==> src/rtl/bpc_pkg.sv <==
package bpc_pkg;

    // field and coefficient widths
    localparam int RAW_W   = 24;
    localparam int COEF_W  = 16;
    localparam int PRES_W  = 24;
    localparam int TEMP_W  = 19;
    localparam int NUM_COEF = 6;
    localparam int IDX_W   = 3;

    // internal widths, sized to the exact value ranges
    localparam int DT_W    = RAW_W + 1;                 // raw temperature minus reference
    localparam int PROD_W  = DT_W + COEF_W + 1;         // dt times a coefficient
    localparam int OFF_W   = 38;
    localparam int SENS_W  = 35;
    localparam int SPLIT_W = 18;                        // low slice of sensitivity
    localparam int PP_W    = 42;                        // one partial product
    localparam int FULL_W  = PP_W + SPLIT_W;            // raw pressure times sensitivity
    localparam int QUOT_W  = 39;
    localparam int DIFF_W  = 40;

    // shifts of the compensation formula
    localparam int C5_SHIFT   = 8;
    localparam int C2_SHIFT   = 18;
    localparam int C1_SHIFT   = 17;
    localparam int TEMP_SHIFT = 23;
    localparam int OFF_SHIFT  = 5;
    localparam int SENS_SHIFT = 7;
    localparam int P1_SHIFT   = 21;
    localparam int P2_SHIFT   = 15;
    localparam int TEMP_BASE  = 2000;

    // rounding offsets that turn a floor shift into truncation toward zero
    localparam longint TEMP_BIAS = (64'sd1 <<< TEMP_SHIFT) - 1;
    localparam longint P1_BIAS   = (64'sd1 <<< P1_SHIFT) - 1;
    localparam longint P2_BIAS   = (64'sd1 <<< P2_SHIFT) - 1;

    // stream widths
    localparam int IN_TDATA_W  = 48;
    localparam int OUT_TDATA_W = 48;

    localparam int QUEUE_DEPTH_DEF = 4;

    // coefficient register indexes
    localparam logic [IDX_W-1:0] REG_PRESSURE_SENS   = 3'd0;
    localparam logic [IDX_W-1:0] REG_PRESSURE_OFFSET = 3'd1;
    localparam logic [IDX_W-1:0] REG_SENS_TEMP       = 3'd2;
    localparam logic [IDX_W-1:0] REG_OFFSET_TEMP     = 3'd3;
    localparam logic [IDX_W-1:0] REG_REFERENCE_TEMP  = 3'd4;
    localparam logic [IDX_W-1:0] REG_TEMP_SLOPE      = 3'd5;

    typedef struct packed {
        logic [COEF_W-1:0] pressure_sens;
        logic [COEF_W-1:0] pressure_offset;
        logic [COEF_W-1:0] sens_temp;
        logic [COEF_W-1:0] offset_temp;
        logic [COEF_W-1:0] reference_temp;
        logic [COEF_W-1:0] temp_slope;
    } bpc_coef_t;

    // item handed from front to back
    typedef struct packed {
        logic [RAW_W-1:0]       raw_pressure;
        logic signed [DT_W-1:0] dt;
    } bpc_entry_t;

    typedef struct packed {
        logic holding;
        logic push;
    } bpc_front_status_t;

    typedef struct packed {
        logic full;
        logic empty;
    } bpc_queue_status_t;

endpackage

==> src/rtl/bpc_queue.sv <==
module bpc_queue
    import bpc_pkg::*;
#(
    parameter int DEPTH = QUEUE_DEPTH_DEF
)
(
    input  logic              clk,
    input  logic              rst_n,
    input  logic              push,
    input  bpc_entry_t        push_entry,
    input  logic              pop,
    output bpc_entry_t        pop_entry,
    output bpc_queue_status_t status
);

    localparam int PTR_W = (DEPTH > 1) ? $clog2(DEPTH) : 1;
    localparam int CNT_W = $clog2(DEPTH + 1);

    bpc_entry_t       entries_reg [DEPTH];
    logic [PTR_W-1:0] wr_ptr_reg;
    logic [PTR_W-1:0] wr_ptr_next;
    logic [PTR_W-1:0] rd_ptr_reg;
    logic [PTR_W-1:0] rd_ptr_next;
    logic [CNT_W-1:0] count_reg;
    logic [CNT_W-1:0] count_next;
    logic             do_push;
    logic             do_pop;

    assign status.full  = (count_reg == CNT_W'(DEPTH));
    assign status.empty = (count_reg == '0);
    assign do_push      = push && !status.full;
    assign do_pop       = pop && !status.empty;
    assign pop_entry    = entries_reg[rd_ptr_reg];

    // pointer wrap and fill count
    always_comb
    begin
        wr_ptr_next = wr_ptr_reg;
        rd_ptr_next = rd_ptr_reg;
        if (do_push)
        begin
            wr_ptr_next = (wr_ptr_reg == PTR_W'(DEPTH - 1)) ? '0 : wr_ptr_reg + 1'b1;
        end
        if (do_pop)
        begin
            rd_ptr_next = (rd_ptr_reg == PTR_W'(DEPTH - 1)) ? '0 : rd_ptr_reg + 1'b1;
        end
        count_next = count_reg + CNT_W'(do_push) - CNT_W'(do_pop);
    end

    always_ff @(posedge clk or negedge rst_n)
    begin
        if (!rst_n)
        begin
            wr_ptr_reg <= '0;
            rd_ptr_reg <= '0;
            count_reg  <= '0;
        end
        else
        begin
            wr_ptr_reg <= wr_ptr_next;
            rd_ptr_reg <= rd_ptr_next;
            count_reg  <= count_next;
        end
    end

    always_ff @(posedge clk)
    begin
        if (do_push)
        begin
            entries_reg[wr_ptr_reg] <= push_entry;
        end
    end

endmodule

==> config.mk <==
export PLATFORM = sky130hd
export DESIGN_NAME = bpc_queue
export DESIGN_NICKNAME = d
export VERILOG_FILES = /design/src/rtl/bpc_pkg.sv /design/src/rtl/bpc_queue.sv
export SDC_FILE = /design/constraint.sdc
export NUM_CORES = 1
export LEC_CHECK = 0
export BUFFER_PORTS_ARGS = -buffer_cell sky130_fd_sc_hd__buf_2
export CORE_UTILIZATION = 51
export CTS_CLUSTER_SIZE = 20
export DETAILED_ROUTE_END_ITERATION = 12
export HOLD_SLACK_MARGIN = 0.05
export PLACE_DENSITY = 0.75
export RECOVER_POWER = 100
export SYNTH_ARGS = -nofsm -noshare
export SYNTH_HDL_FRONTEND = slang
export SYNTH_SLANG_ARGS = --single-unit
==> constraint.sdc <==
create_clock -name clk -period 2.2 [get_ports clk]
set_input_delay 0.22 -clock clk [delete_from_list [all_inputs] [get_ports clk]]
set_output_delay 0.22 -clock clk [all_outputs]
set_load 0.005 [all_outputs]
After elaboration in Yosys (flattened, before gate mapping)
Memory sizes are Yosys's and may differ from the RTL's.
Cells that the tools add are included.
W data, S select, Z words.
- register bits after elaboration: 7
- bits in writable memories: 196
- bits of input ports: 53
- output and inout bits: 51
- memories kept: 1
- $add $sub $neg: 4
- equal/unequal tests: 3
- mux-type cells: 4
- reductions and logical operators: 5
- memory list (name ; depth ; bits a word ; read ports ; clocked after Yosys merged registers in ; write ports ; RTL line ; source):
    entries_reg ; 4 ; 49 ; 1 ; 0 ; 1 ; bpc_queue.sv:19 ; bpc_entry_t entries_reg [DEPTH];
- operator list (kind ; count):
    $add A2 B1 Y2 const B ; 2
    $eq A2 B2 Y1 const B ; 2
    $mux W2 ; 2
    $add A3 B1 Y3 ; 1
    $eq A3 B3 Y1 const B ; 1
    $logic_not A3 Y1 ; 1
    $sub A3 B1 Y3 ; 1
    $logic_and A1 B1 Y1 ; 2
    $logic_not A1 Y1 ; 2
    $mux W1 ; 2

Depth between registers and ports, before layout
- depth in word-level cells: 5
- mapped depth: 9

Worst setup path before layout
OpenSTA, ideal clock, no wires.
- kind: register -> register
- start point: register count_reg[2]
- end point: memory entries_reg[2][0] (netlist bit) (enable)
- library setup time: 412 ps
- arrival: 2042 ps
- setup slack: -254 ps
- stages on the path, launching flop included: 4
- cell sequence: dfrtp_1 nor3b_4 nor2b_1 and2_1
- RTL lines (item ; RTL line ; source):
    start: declaration ; bpc_queue.sv:24 ; logic [CNT_W-1:0] count_reg;
    start signal: assignment ; bpc_queue.sv:63 ; count_reg <= count_next;
    end: declaration ; bpc_queue.sv:19 ;

==> impl_metrics.py <==
metrics = {
    "run_status": {
        "status": "finished clean",
    },
    "synthesis": {
        "postSynthAreaPerCell_um2": 25.6,
        "yosys.area.top_type_share_pct": 77.7,
        "async_flop_share_pct": 3.45,
        "synth_seq_area_share_pct": 80.0,
        "syn_area_um2": 7580,
        "synth_fp_nets": 357,
        "synth_cell_type_count": 22,
        "ys_warn_count": 0,
        "synth_edf_count": 196,
        "synth_ff_type": "edfxtp_1",
        "ys_ff_latch": 203,
        "yosys.area.top_type": "edfxtp_1",
        "synth.area.top_cells": "edfxtp_1, mux4_2, dfrtp_1",
        "synthCells": 296,
    },
    "global_route": {
        "grtUsageMet2_pct": 32.0,
        "grt_use_met1_pct": 22.0,
        "grt_pass1_vias": 3903,
        "grt_overflow": 0,
        "grt_max_degree": 30,
        "busiest_layer": "met2",
        "grt_antenna_before_repair": 0,
        "grt_first_pass_wirelength_mm": 20.2,
        "grt.met3_usage_pct": 4.53,
        "grt_use_total_pct": 18.0,
    },
    "worst_setup_path": {
        "start_kind": "register",
        "criticalPathCategory": "reg -> out",
        "crit_path_end_kind": "output port",
        "crit_family": "flip-flops",
        "path_buf_inv": 2,
        "cp.required_ps": 1980,
        "crit_slowest_cell": "dfrtp_4",
        "cp.arrival_ps": 1930,
        "critPathMaxFanout": 12,
        "slowest_delay_ps": 550,
        "crit_chain": "buf_4, mux4_2, buf_2",
    },
    "finish": {
        "syn2layout_area_growth_pct": 25.2,
        "layout_commonest_cell": "edfxtp_1",
        "fin_nets": 544,
        "post-route-util_pct": 65.2,
        "largest_register_ffs": 196,
        "final_cell_mix": "edfxtp_1, clkbuf_1, dlygate4sd3_1",
        "drive_gt1_share_pct": 31.4,
        "antenna_cells": 0,
        "final_cells": 681,
        "n_fill_cell": 1013,
    },
    "placed_design": {
        "hpwlAfterDp_mm": 7.90,
        "dp.cells": 588,
        "place_congestion": 0.705,
        "port_buffers": 103,
    },
    "die": {
        "die_width_um": 124,
        "core.rowCount": 44,
        "fp.dieH_um": 124,
        "io_pins": 104,
        "initial_core_util_pct": 52.1,
        "dieArea_um2": 15300,
        "core_um2": 14500,
    },
    "cts": {
        "path_clk_slew_ps": 60,
        "clock_sink_count": 203,
        "numCtsBuffers": 20,
        "cts_tree": "done",
        "worstSkewPairLatency_ps": 490,
        "root_buffer": "clkbuf_16",
        "cts-htree-levels": 1,
        "cts_max_path_buffers": 3,
    },
    "power": {
        "power_mw": 12.0,
        "p_seq_share_pct": 45.0,
        "p_int_mw": 8.80,
        "clock_power_share_pct": 26.1,
        "ir_worst_vdd_mv": 0.797,
        "p_per_area_nw_per_um2": 1270,
        "power_frac_comb_pct": 28.9,
        "switchingPower_mw": 3.24,
        "swShare_pct": 26.9,
        "p_leak_nw": 3.23,
    },
    "route": {
        "drcViolationCount": 0,
        "drt_iter0_drc": 177,
        "wl_per_cell_um": 19.6,
        "ant_nets": 0,
        "vias_per_cell": 5.28,
        "dr.pass1.iters": 4,
        "wl_mm": 13.3,
        "num_vias": 3598,
    },
    "sta": {
        "relSlewSlack_pct": 62.7,
        "setup_viol": 0,
        "hold_viol_final": 0,
        "slew_violations": 0,
        "fmax_ghz": 0.466,
        "rsz0062_at_grt": "true",
        "worstMarginPinSlew_ps": 559,
        "min_period_ps": 2150,
        "fin_skew_ps": 11.0,
        "min_period_over_period_pct": 97.6,
    },
    "job": {
        "max_cap_viol_count": 0,
    },
    "min_path": {
        "hp-class": "in -> reg",
    },
}
[synthesized netlist by cell type, drive strengths merged (2+ instances only)]
cell and count:
inv 7, edfxtp 196, dfrtp 7, mux2 3
ha 7, buf 11, nor2 2, xnor2 2
and2 4, mux4 49
[layout make-up]
class	count	area [um^2]	area share (%)
timing repair buffer	177	1190	12.6
multi-input combinational	74	1360	14.3
tap	184	230	2.43
clock buffer	29	534	5.63
sequential	203	6070	64.0
clock inverter	7	71.3	0.752
inverter	7	26.3	0.277
[layer usage]
metal	vias up	share of wire, %
met5	-	0
met4	0	1.7
met3	21	6.3
met2	111	51
met1	1840	41
li1	1626	-
[path summary, 6_finish.rpt]
check                                     end  slack [ps]  depth (start not counted)     startpoint
worst max-delay path            pop_entry[17]          50                          3  rd_ptr_reg[0]
worst min-delay path            rd_ptr_reg[1]         110                          3            pop
worst max register to register   count_reg[2]          70                         10   count_reg[0]
worst min register to register  wr_ptr_reg[1]         620                          2   count_reg[1]
max in group asynchronous       rd_ptr_reg[0]        1670                          2          rst_n
min in group asynchronous       rd_ptr_reg[1]         190                          2          rst_n
[worst min-delay path, stage by stage]
cell and delay [ps]:
buf_2 120, nand2b_4 70, mux2_2 140
[cell families (layout without fill, tap and decap cells)]
family                   count (synthesis)  count (layout)  share of synthesized area, %
XOR/XNOR                                 2               2                         0.231
AND/OR/NAND/NOR                         11              11                          1.01
AO/OA/AOI/OAI                            1               1                        0.0826
multiplexers                            52              52                          15.1
buffers and inverters                   19             220                          2.20
flip-flops                             203             203                          80.0
adder cells (fa/ha/maj)                  8               8                          1.42
[what timing repair did]
action | CTS | global route
hold buffers | 51 | 0
endpoints found under the setup margin | 36 | 42
buffers inserted | 4 | 2
hold endpoints to repair | 204 | 0
gates resized for setup | 1 | 6
pin swaps | 0 | 1
[power by group through the flow]
stage          sequential, mW  clock, mW  combinational, mW
3_3_place_gp             5.50          0               3.33
6_report                 5.41       3.14               3.48
2_1_floorplan            5.32          0               2.27
3_5_place_dp             5.56          0               3.38
4_1_cts                  5.42       3.21               3.60
5_1_grt                  5.49       3.35               3.83
[stage by stage]
stage	setup WS, ps	area, um^2	setup TNS (ps)	hold slack, ps
floorplan	99.8	7580	0	-75.6
detailed placement	-17.8	8440	-17.8	70.5
finish	52.7	9480	0	105
CTS	16.5	9600	0	92.0
global placement	122	8440	0	62.3
global route	-21.8	9480	-345	111
Power figures use the tool's default switching activity.
