--- src/rtl/bpc_pkg.sv ---
package bpc_pkg;

    // field and coefficient widths
    localparam int RAW_W   = 24;
    localparam int COEF_W  = 16;
    localparam int PRES_W  = 24;
    localparam int TEMP_W  = 19;
    localparam int NUM_COEF = 6;
    localparam int IDX_W   = 3;

    // internal widths, sized to the exact value ranges
    localparam int DT_W    = RAW_W + 1;                 // raw temperature minus reference
    localparam int PROD_W  = DT_W + COEF_W + 1;         // dt times a coefficient
    localparam int OFF_W   = 38;
    localparam int SENS_W  = 35;
    localparam int SPLIT_W = 18;                        // low slice of sensitivity
    localparam int PP_W    = 42;                        // one partial product
    localparam int FULL_W  = PP_W + SPLIT_W;            // raw pressure times sensitivity
    localparam int QUOT_W  = 39;
    localparam int DIFF_W  = 40;

    // shifts of the compensation formula
    localparam int C5_SHIFT   = 8;
    localparam int C2_SHIFT   = 18;
    localparam int C1_SHIFT   = 17;
    localparam int TEMP_SHIFT = 23;
    localparam int OFF_SHIFT  = 5;
    localparam int SENS_SHIFT = 7;
    localparam int P1_SHIFT   = 21;
    localparam int P2_SHIFT   = 15;
    localparam int TEMP_BASE  = 2000;

    // rounding offsets that turn a floor shift into truncation toward zero
    localparam longint TEMP_BIAS = (64'sd1 <<< TEMP_SHIFT) - 1;
    localparam longint P1_BIAS   = (64'sd1 <<< P1_SHIFT) - 1;
    localparam longint P2_BIAS   = (64'sd1 <<< P2_SHIFT) - 1;

    // stream widths
    localparam int IN_TDATA_W  = 48;
    localparam int OUT_TDATA_W = 48;

    localparam int QUEUE_DEPTH_DEF = 4;

    // coefficient register indexes
    localparam logic [IDX_W-1:0] REG_PRESSURE_SENS   = 3'd0;
    localparam logic [IDX_W-1:0] REG_PRESSURE_OFFSET = 3'd1;
    localparam logic [IDX_W-1:0] REG_SENS_TEMP       = 3'd2;
    localparam logic [IDX_W-1:0] REG_OFFSET_TEMP     = 3'd3;
    localparam logic [IDX_W-1:0] REG_REFERENCE_TEMP  = 3'd4;
    localparam logic [IDX_W-1:0] REG_TEMP_SLOPE      = 3'd5;

    typedef struct packed {
        logic [COEF_W-1:0] pressure_sens;
        logic [COEF_W-1:0] pressure_offset;
        logic [COEF_W-1:0] sens_temp;
        logic [COEF_W-1:0] offset_temp;
        logic [COEF_W-1:0] reference_temp;
        logic [COEF_W-1:0] temp_slope;
    } bpc_coef_t;

    // item handed from front to back
    typedef struct packed {
        logic [RAW_W-1:0]       raw_pressure;
        logic signed [DT_W-1:0] dt;
    } bpc_entry_t;

    typedef struct packed {
        logic holding;
        logic push;
    } bpc_front_status_t;

    typedef struct packed {
        logic full;
        logic empty;
    } bpc_queue_status_t;

endpackage

--- src/rtl/bpc_front.sv ---
module bpc_front
    import bpc_pkg::*;
(
    input  logic              clk,
    input  logic              rst_n,
    input  logic              in_valid,
    output logic              in_ready,
    input  logic [RAW_W-1:0]  raw_pressure,
    input  logic [RAW_W-1:0]  raw_temperature,
    input  logic [COEF_W-1:0] reference_temp,
    input  logic              queue_full,
    output bpc_front_status_t status,
    output bpc_entry_t        entry
);

    logic       holding_reg;
    logic       holding_next;
    logic       accept;
    logic       push;
    bpc_entry_t entry_reg;
    bpc_entry_t entry_next;

    // hand over to the queue whenever it has room
    assign push     = holding_reg && !queue_full;
    assign in_ready = !holding_reg || !queue_full;
    assign accept   = in_valid && in_ready;

    // temperature difference against the reference word
    always_comb
    begin
        entry_next.raw_pressure = raw_pressure;
        entry_next.dt = $signed({1'b0, raw_temperature})
                      - $signed({1'b0, reference_temp, {C5_SHIFT{1'b0}}});
    end

    always_comb
    begin
        priority if (accept)
        begin
            holding_next = 1'b1;
        end
        else if (push)
        begin
            holding_next = 1'b0;
        end
        else
        begin
            holding_next = holding_reg;
        end
    end

    always_ff @(posedge clk or negedge rst_n)
    begin
        if (!rst_n)
        begin
            holding_reg <= 1'b0;
        end
        else
        begin
            holding_reg <= holding_next;
        end
    end

    always_ff @(posedge clk)
    begin
        if (accept)
        begin
            entry_reg <= entry_next;
        end
    end

    assign entry          = entry_reg;
    assign status.holding = holding_reg;
    assign status.push    = push;

endmodule

--- config.mk ---
export PLATFORM = sky130hd
export DESIGN_NAME = bpc_front
export DESIGN_NICKNAME = d
export VERILOG_FILES = /design/src/rtl/bpc_pkg.sv /design/src/rtl/bpc_front.sv
export SDC_FILE = /design/constraint.sdc
export NUM_CORES = 1
export LEC_CHECK = 0
export BUFFER_PORTS_ARGS = -buffer_cell sky130_fd_sc_hd__clkbuf_2
export CORE_MARGIN = 5
export CORE_UTILIZATION = 25
export DETAILED_ROUTE_END_ITERATION = 6
export PLACE_DENSITY = 0.59
export SYNTH_ARGS = -nofsm -noshare
export SYNTH_HDL_FRONTEND = slang
export SYNTH_SLANG_ARGS = --single-unit
export TNS_END_PERCENT = 100
--- constraint.sdc ---
create_clock -name clk -period 1.95 [get_ports clk]
set_input_delay 0.195 -clock clk [delete_from_list [all_inputs] [get_ports clk]]
set_output_delay 0.195 -clock clk [all_outputs]
set_load 0.1 [all_outputs]
# ---- Word-level counts from Yosys, hierarchy flattened
# Index checks and enable logic that the tools add are counted.
dict set report op_classes {
  muxes 2
  n_addsub 1
  n_reduce_logical 6
}
# cell count
set op_table {}
lappend op_table {{$sub A24 B24 Y25} 1}
lappend op_table {{$logic_and A1 B1 Y1} 2}
lappend op_table {{$logic_not A1 Y1} 2}
lappend op_table {{$mux W1} 2}
lappend op_table {{$reduce_bool A2 Y1} 1}
lappend op_table {{$logic_or A1 B1 Y1} 1}
dict set report totals {
  output_inout_bits 52
  inputBits 68
  elab_cells 12
  regBits 50
}

# ---- Depth between registers and ports, before layout
# Gate-level depths: netlist of run 1.
dict set report logic_depth {
  word_depth 4
  ltp_mapped 8
  depth_no_buf 8
}

# ---- Worst setup path after synthesis of run 1
# No wires, ideal clock.
dict set report synth_path {
  path_kind {register -> register}
  start {reg holding_reg}
  end {reg entry_reg (netlist bit entry[0]) (enable)}
  slack_ns -0.812
  setup_ns 0.411
  path_stages_with_launch 3
  arrival_time_ns 2.351
  synth_period_minus_slack_ns 2.762
  cell_sequence {dfrtp_1 nand2_1 and2_1}
}
dict set report synth_via {
  elab_chain_cells 3
}
# element line_no
set synth_lines {}
lappend synth_lines {{start: declaration} bpc_front.sv:16} ;# logic holding_reg;
lappend synth_lines {{start signal: assignment} bpc_front.sv:60} ;# holding_reg <= holding_next;
lappend synth_lines {{$logic_not A1 Y1} bpc_front.sv:25} ;# assign in_ready = !holding_reg || !queue_full;
lappend synth_lines {{$logic_or A1 B1 Y1} bpc_front.sv:25}
lappend synth_lines {{via in_ready} bpc_front.sv:7} ;# output logic in_ready,
lappend synth_lines {{$logic_and A1 B1 Y1} bpc_front.sv:26} ;# assign accept = in_valid && in_ready;
lappend synth_lines {{via accept} bpc_front.sv:18} ;# logic accept;
lappend synth_lines {{end signal: assignment} bpc_front.sv:68} ;# entry_reg <= entry_next;
lappend synth_lines {{end: declaration} bpc_front.sv:20} ;# bpc_entry_t entry_reg;
# The timed path passes the listed nets, and every way through them passes these cells.
# A chain may end at the register's enable or synchronous reset.

==> results.toml, run 1 <==
[status]
outcome = "finished, final reports clean"

[power_and_ir_drop]
p_comb_frac = 0.376
p_int_uw = 1814
pwr-share-clk = 0.183
pwr_density_cell_nw_per_um2 = 852.5
switchingPower_uw = 1144
vdd_ir_drop_max_mv = 0.2393
p_leak_uw = 0.001596
switching_share = 0.3869
p_seq_frac = 0.442
total_power_uw = 2958

[cells_and_area]
syn2layout_area_growth_pct = 41.99
stdcell_count = 460
largest_reg_flops = 49
antenna_cells = 0
design_area_sq_um = 3470
drive_above_1_share = 0.4862
layout.nets = 412

[logic_synthesis]
async_flop_share = 0.02000
yosys_warnings = 0
synth_seq_area_share = 0.6124
synth_top_area_cell = "edfxtp_1"
synth_fp_nets = 269
synth_seq_cells = 50
ys_types = 46
syn_inst = 184
synth_area_leaders = "edfxtp_1, ha_1, inv_1"
synth_edf_count = 49
synth_commonest_cells = "edfxtp_1, inv_1, ha_1"
yosys_most_used_dff = "edfxtp_1"
syn_area_per_cell_sq_um = 13.28
yosysTopAreaCellShare = 0.6022
syn-cell-area_sq_um = 2444
yosysMostFrequentCell = "edfxtp_1"

[placed_design]
place_congestion = 0.7943
pre_cts_ws_ns = -0.3156
placed_cells = 451
io_buffers = 119
place_hpwl_microns = 4783
place_area_sq_um = 3356

[setup_path]
path_max_fanout = 3
crit_arrival_ns = 1.95
regToRegSetupSlack_ns = 0.54
cp-end-kind = "register"
startpoint_type = "input pin"
path_class = "in -> reg"
cp_data_required_time_ns = 2.01

[grt]
grt.overflow.total = 0
grt_pass1_wl_microns = 8645
grt_max_degree = 50
grt_pass1_vias = 1827
grt_usage = 0.09423
antenna_found_initial = 0

[cts]
worstSkewPairLatency_ns = 0.29
cts-htree-levels = 2
cts_buffers = 5
numClockSinks = 50
cts_tree = "built"
clkSlewWorstSetupHoldPaths_ns = 0.08
cts.path.max_buffers = 2
cts-root-buf = "clkbuf_8"

[sta]
setup_slack_ns = 0.05378
layout_min_cycle_time_ns = 1.896
slew_headroom = 0.5784
setup-violations-final = 0
finalClockSkew_ns = 0.008952
grt_setup_unrepaired = "no"
finalHoldViolations = 0
slew_viol_final = 0
fin_crit_sh = 0.9724
worstMarginPinSlew_ns = 0.6266
max_freq_ghz = 0.5274

[floorplanning]
core_sq_um = 9639
die_x_microns = 108.9
ios = 120
die_h_microns = 108.9
die-area_sq_um = 11850
initial_core_util = 0.2535
rows = 36

[worst_hold_path]
hp-class = "in -> reg"

[routing]
dr.pass1.iters = 4
dr.first_iter.drc_count = 46
remaining_drc_errors = 0
vias = 1884
ant_nets = 0
viasPerCell = 4.096
wire_per_inst_microns = 12.38
routed_wl_microns = 5697

[job]
max_cap_viol_count = 0
## cell type report
| cell class | instances | area (sq um) |
|---|---|---|
| Timing Repair Buffer | 139 | 748.2 |
| Clock buffer | 7 | 76.32 |
| Multi-Input combinational cell | 107 | 884.6 |
| Tap cell | 133 | 166.4 |
| Sequential cell | 50 | 1496 |
| Fill cell | 984 | 6170 |
| Inverter | 24 | 97.59 |
## power by group through the flow
stage                     Combinational, uW  Sequential [uW]  Clock, uW
after CTS                              1110             1310        581
after global routing                   1170             1310        619
after detailed placement               1110             1330          0
final                                  1110             1310        541
after global placement                 1100             1330          0
after floorplan                         318             1860          0
## cells by family after synthesis
logic type	Yosys count	synth area share
DFF	50	0.6124
and+or+nand+nor	41	0.08807
AOI/OAI and AO/OA	38	0.1239
buffers and inverters	27	0.04608
adders and majority gates	17	0.09012
xor gates and xnor gates	11	0.03943
## through the flow
| step | util | hold WS [ns] | TNS (ns) |
|---|---|---|---|
| after floorplan | - | -0.1006 | -0.04022 |
| after global placement | 0.3481 | -0.02925 | -1.029 |
| after detailed placement | 0.3481 | -0.02818 | -1.166 |
| after CTS | 0.3571 | 0.04697 | 0 |
| after global routing | 0.3599 | 0.04356 | 0 |
| final | 0.3599 | 0.06802 | 0 |
## final timing paths
path                               startpoint     endpoint  depth (start not counted)
setup / recovery           raw_temperature[8]    entry[24]                          9
hold / removal                raw_pressure[9]    entry[34]                          1
setup reg to reg                  holding_reg     entry[0]                          2
hold reg to reg                   holding_reg  holding_reg                          2
max in group asynchronous               rst_n  holding_reg                          2
min in group asynchronous               rst_n  holding_reg                          2
## layer usage
layer | part of all wire | global-route usage
met4 | 0.018 | 0.04058
met5 | 0 | 0
met3 | 0.073 | 0.02250
met2 | 0.51 | 0.1614
met1 | 0.40 | 0.1123
## cells in the final DEF, fill, tap and decap left out, types with 2 or more instances in the layout
cell type	count
a21o_1	5
a21oi_1	7
a221oi_1	2
a31oi_1	2
buf_4	19
clkbuf_1	2
clkbuf_2	118
clkbuf_8	5
edfxtp_1	49
ha_1	15
inv_1	23
nand2_1	8
nand3_1	4
nor2_1	8
nor2b_1	4
nor3_1	3
o21a_1	4
or4_1	2
xnor2_1	10
## what timing repair did
action,in CTS,in global routing
gates resized for setup,0,4
setup buffers,0,1
hold buffers,1,0
hold endpoints to repair,1,0
setup endpoints to repair,0,3
## worst max-delay path, cell delays in order
cell,delay [ns]
buf_2,0.13
inv_8,0.03
ha_4,0.15
fa_2,0.36
and2b_2,0.25
o2111ai_4,0.14
a211oi_4,0.31
nor3b_2,0.08
o31a_1,0.30
Power figures use the tool's default switching activity.
==> run 2, diff against run 1 <==
--- a/config.mk
+++ b/config.mk
@@ -7,9 +7,9 @@
 export LEC_CHECK = 0
 export BUFFER_PORTS_ARGS = -buffer_cell sky130_fd_sc_hd__clkbuf_2
 export CORE_MARGIN = 5
-export CORE_UTILIZATION = 25
+export CORE_UTILIZATION = 41
 export DETAILED_ROUTE_END_ITERATION = 6
-export PLACE_DENSITY = 0.59
+export PLACE_DENSITY = 0.83
 export SYNTH_ARGS = -nofsm -noshare
 export SYNTH_HDL_FRONTEND = slang
 export SYNTH_SLANG_ARGS = --single-unit
==> results.toml, run 2 (same netlist as run 1, synthesis figures left out) <==
[cells_and_area]
seq_area_sq_um = 1496
most-common-layout-cells = "clkbuf_2, edfxtp_1, inv_1"
syn2layout_area_growth_pct = 38.56
fin_util = 0.5787
drive_above_1_share = 0.4877
multi_input_area_sq_um = 877.1
nFillCells = 467
stdcell_count = 401
largest_reg_flops = 49
final_common_cell = "clkbuf_2"
antenna_cells = 0
layout.nets = 410

[cts]
clkSlewWorstSetupHoldPaths_ns = 0.08
cts_buffers = 5
cts-root-buf = "clkbuf_8"
cts_tree = "built"
cts-htree-levels = 2
cts.path.max_buffers = 2
worstSkewPairLatency_ns = 0.29
numClockSinks = 50

[setup_path]
critical_path.startpoint = "raw_temperature[8]"
path_class = "in -> reg"
startpoint_type = "input pin"
cp_data_required_time_ns = 1.99
regToRegSetupSlack_ns = 0.54
cp-end-kind = "register"
path_max_fanout = 3
crit_arrival_ns = 1.92
reg2reg_from = "holding_reg"

[grt]
grt_pass1_wl_microns = 9197
grt.overflow.total = 0
grt_max_degree = 50
grt_pass1_vias = 1908
grt_usage = 0.1562
antenna_found_initial = 0

[placed_design]
io_buffers = 119
place_congestion = 0.7936
placed_cells = 392
place_hpwl_microns = 4993
pre_cts_ws_ns = -0.3137

[routing]
dr.pass1.iters = 4
wire_per_inst_microns = 14.66
vias = 1938
dr.first_iter.drc_count = 69
remaining_drc_errors = 0
viasPerCell = 4.833
ant_nets = 0
routed_wl_microns = 5879

[sta]
worstMarginPinSlew_ns = 0.6024
fin_crit_sh = 0.9624
whs_ns = 0.07403
slew_headroom = 0.5984
grt_setup_unrepaired = "no"
layout_min_cycle_time_ns = 1.877
slew_viol_final = 0
max_freq_ghz = 0.5329
tns_ns = 0
finalClockSkew_ns = 0.004326
finalHoldViolations = 0
setup-violations-final = 0
setup_slack_ns = 0.07338

[worst_hold_path]
hp-class = "in -> reg"
hold_path_startpoint = "raw_pressure[14]"

[floorplanning]
die_h_microns = 87.20
rows = 28
die-area_sq_um = 7604
initial_core_util = 0.4177
ios = 120
die_x_microns = 87.20
core_sq_um = 5851

[job]
max_cap_viol_count = 0

[status]
outcome = "finished, final reports clean"

[power_and_ir_drop]
vdd_ir_drop_max_mv = 0.5698
p_leak_uw = 0.001591
pwr_density_cell_nw_per_um2 = 875.9
==> run 2: cell types whose count changed in the layout (fill, tap and decap cells not counted) <==
cell and change:
buf_4 -1, buf_2 -1, clkbuf_1 -2, a211oi_2 +1, a211oi_4 -1, clkinv_2 +1
clkinv_1 +1, clkinvlp_4 +1
==> run 2: repair_timing <==
action,CTS,global route
hold buffers,1,0
buffers inserted,0,0
gates resized for setup,0,4
setup endpoints to repair,0,3
hold endpoints to repair,1,0
==> run 2: cell type report <==
class,instances,area share
timing repair buffer,137,0.2173
clock buffer,5,0.02033
multi-input combinational,107,0.2591
tap,75,0.02772
inverter,24,0.02882
sequential,50,0.4420
clock inverter,3,0.004804
==> run 2: final timing paths <==
| check | end | depth (start not counted) |
|---|---|---|
| max | entry[24] | 9 |
| min | entry[39] | 1 |
| max reg2reg | entry[29] | 2 |
| min reg2reg | holding_reg | 2 |
| max in group asynchronous | holding_reg | 2 |
| min in group asynchronous | holding_reg | 2 |
==> run 2: metal layers <==
metal  up-vias  GRT usage  routed length (microns)  part of all wire
li1        957          -                        -                 -
met1       884     0.1851                     2252              0.38
met2        92     0.2740                     2888              0.49
met3         5    0.04352                      684              0.12
met4         0    0.04881                       54            0.0092
met5         -          0                        0                 0
==> run 2: metrics by stage <==
| step | total power (uW) | cell area, sq um |
|---|---|---|
| floorplan | 2183 | 2481 |
| global placement | 2411 | 3276 |
| detailed placement | 2433 | 3276 |
| CTS | 2983 | 3371 |
| global route | 3104 | 3386 |
| finish | 2966 | 3386 |
==> run 2: power by group <==
part	internal (uW)	switching [uW]
logic	276	828
clock network	246	306
registers	1290	22.7
==> run 2: worst max-delay path: stages <==
cell and delay [ns]:
buf_4 0.12, inv_8 0.03, ha_4 0.15, fa_2 0.33, and2b_2 0.25, o2111ai_4 0.13
a211oi_2 0.33, nor3b_2 0.09, o31a_1 0.30
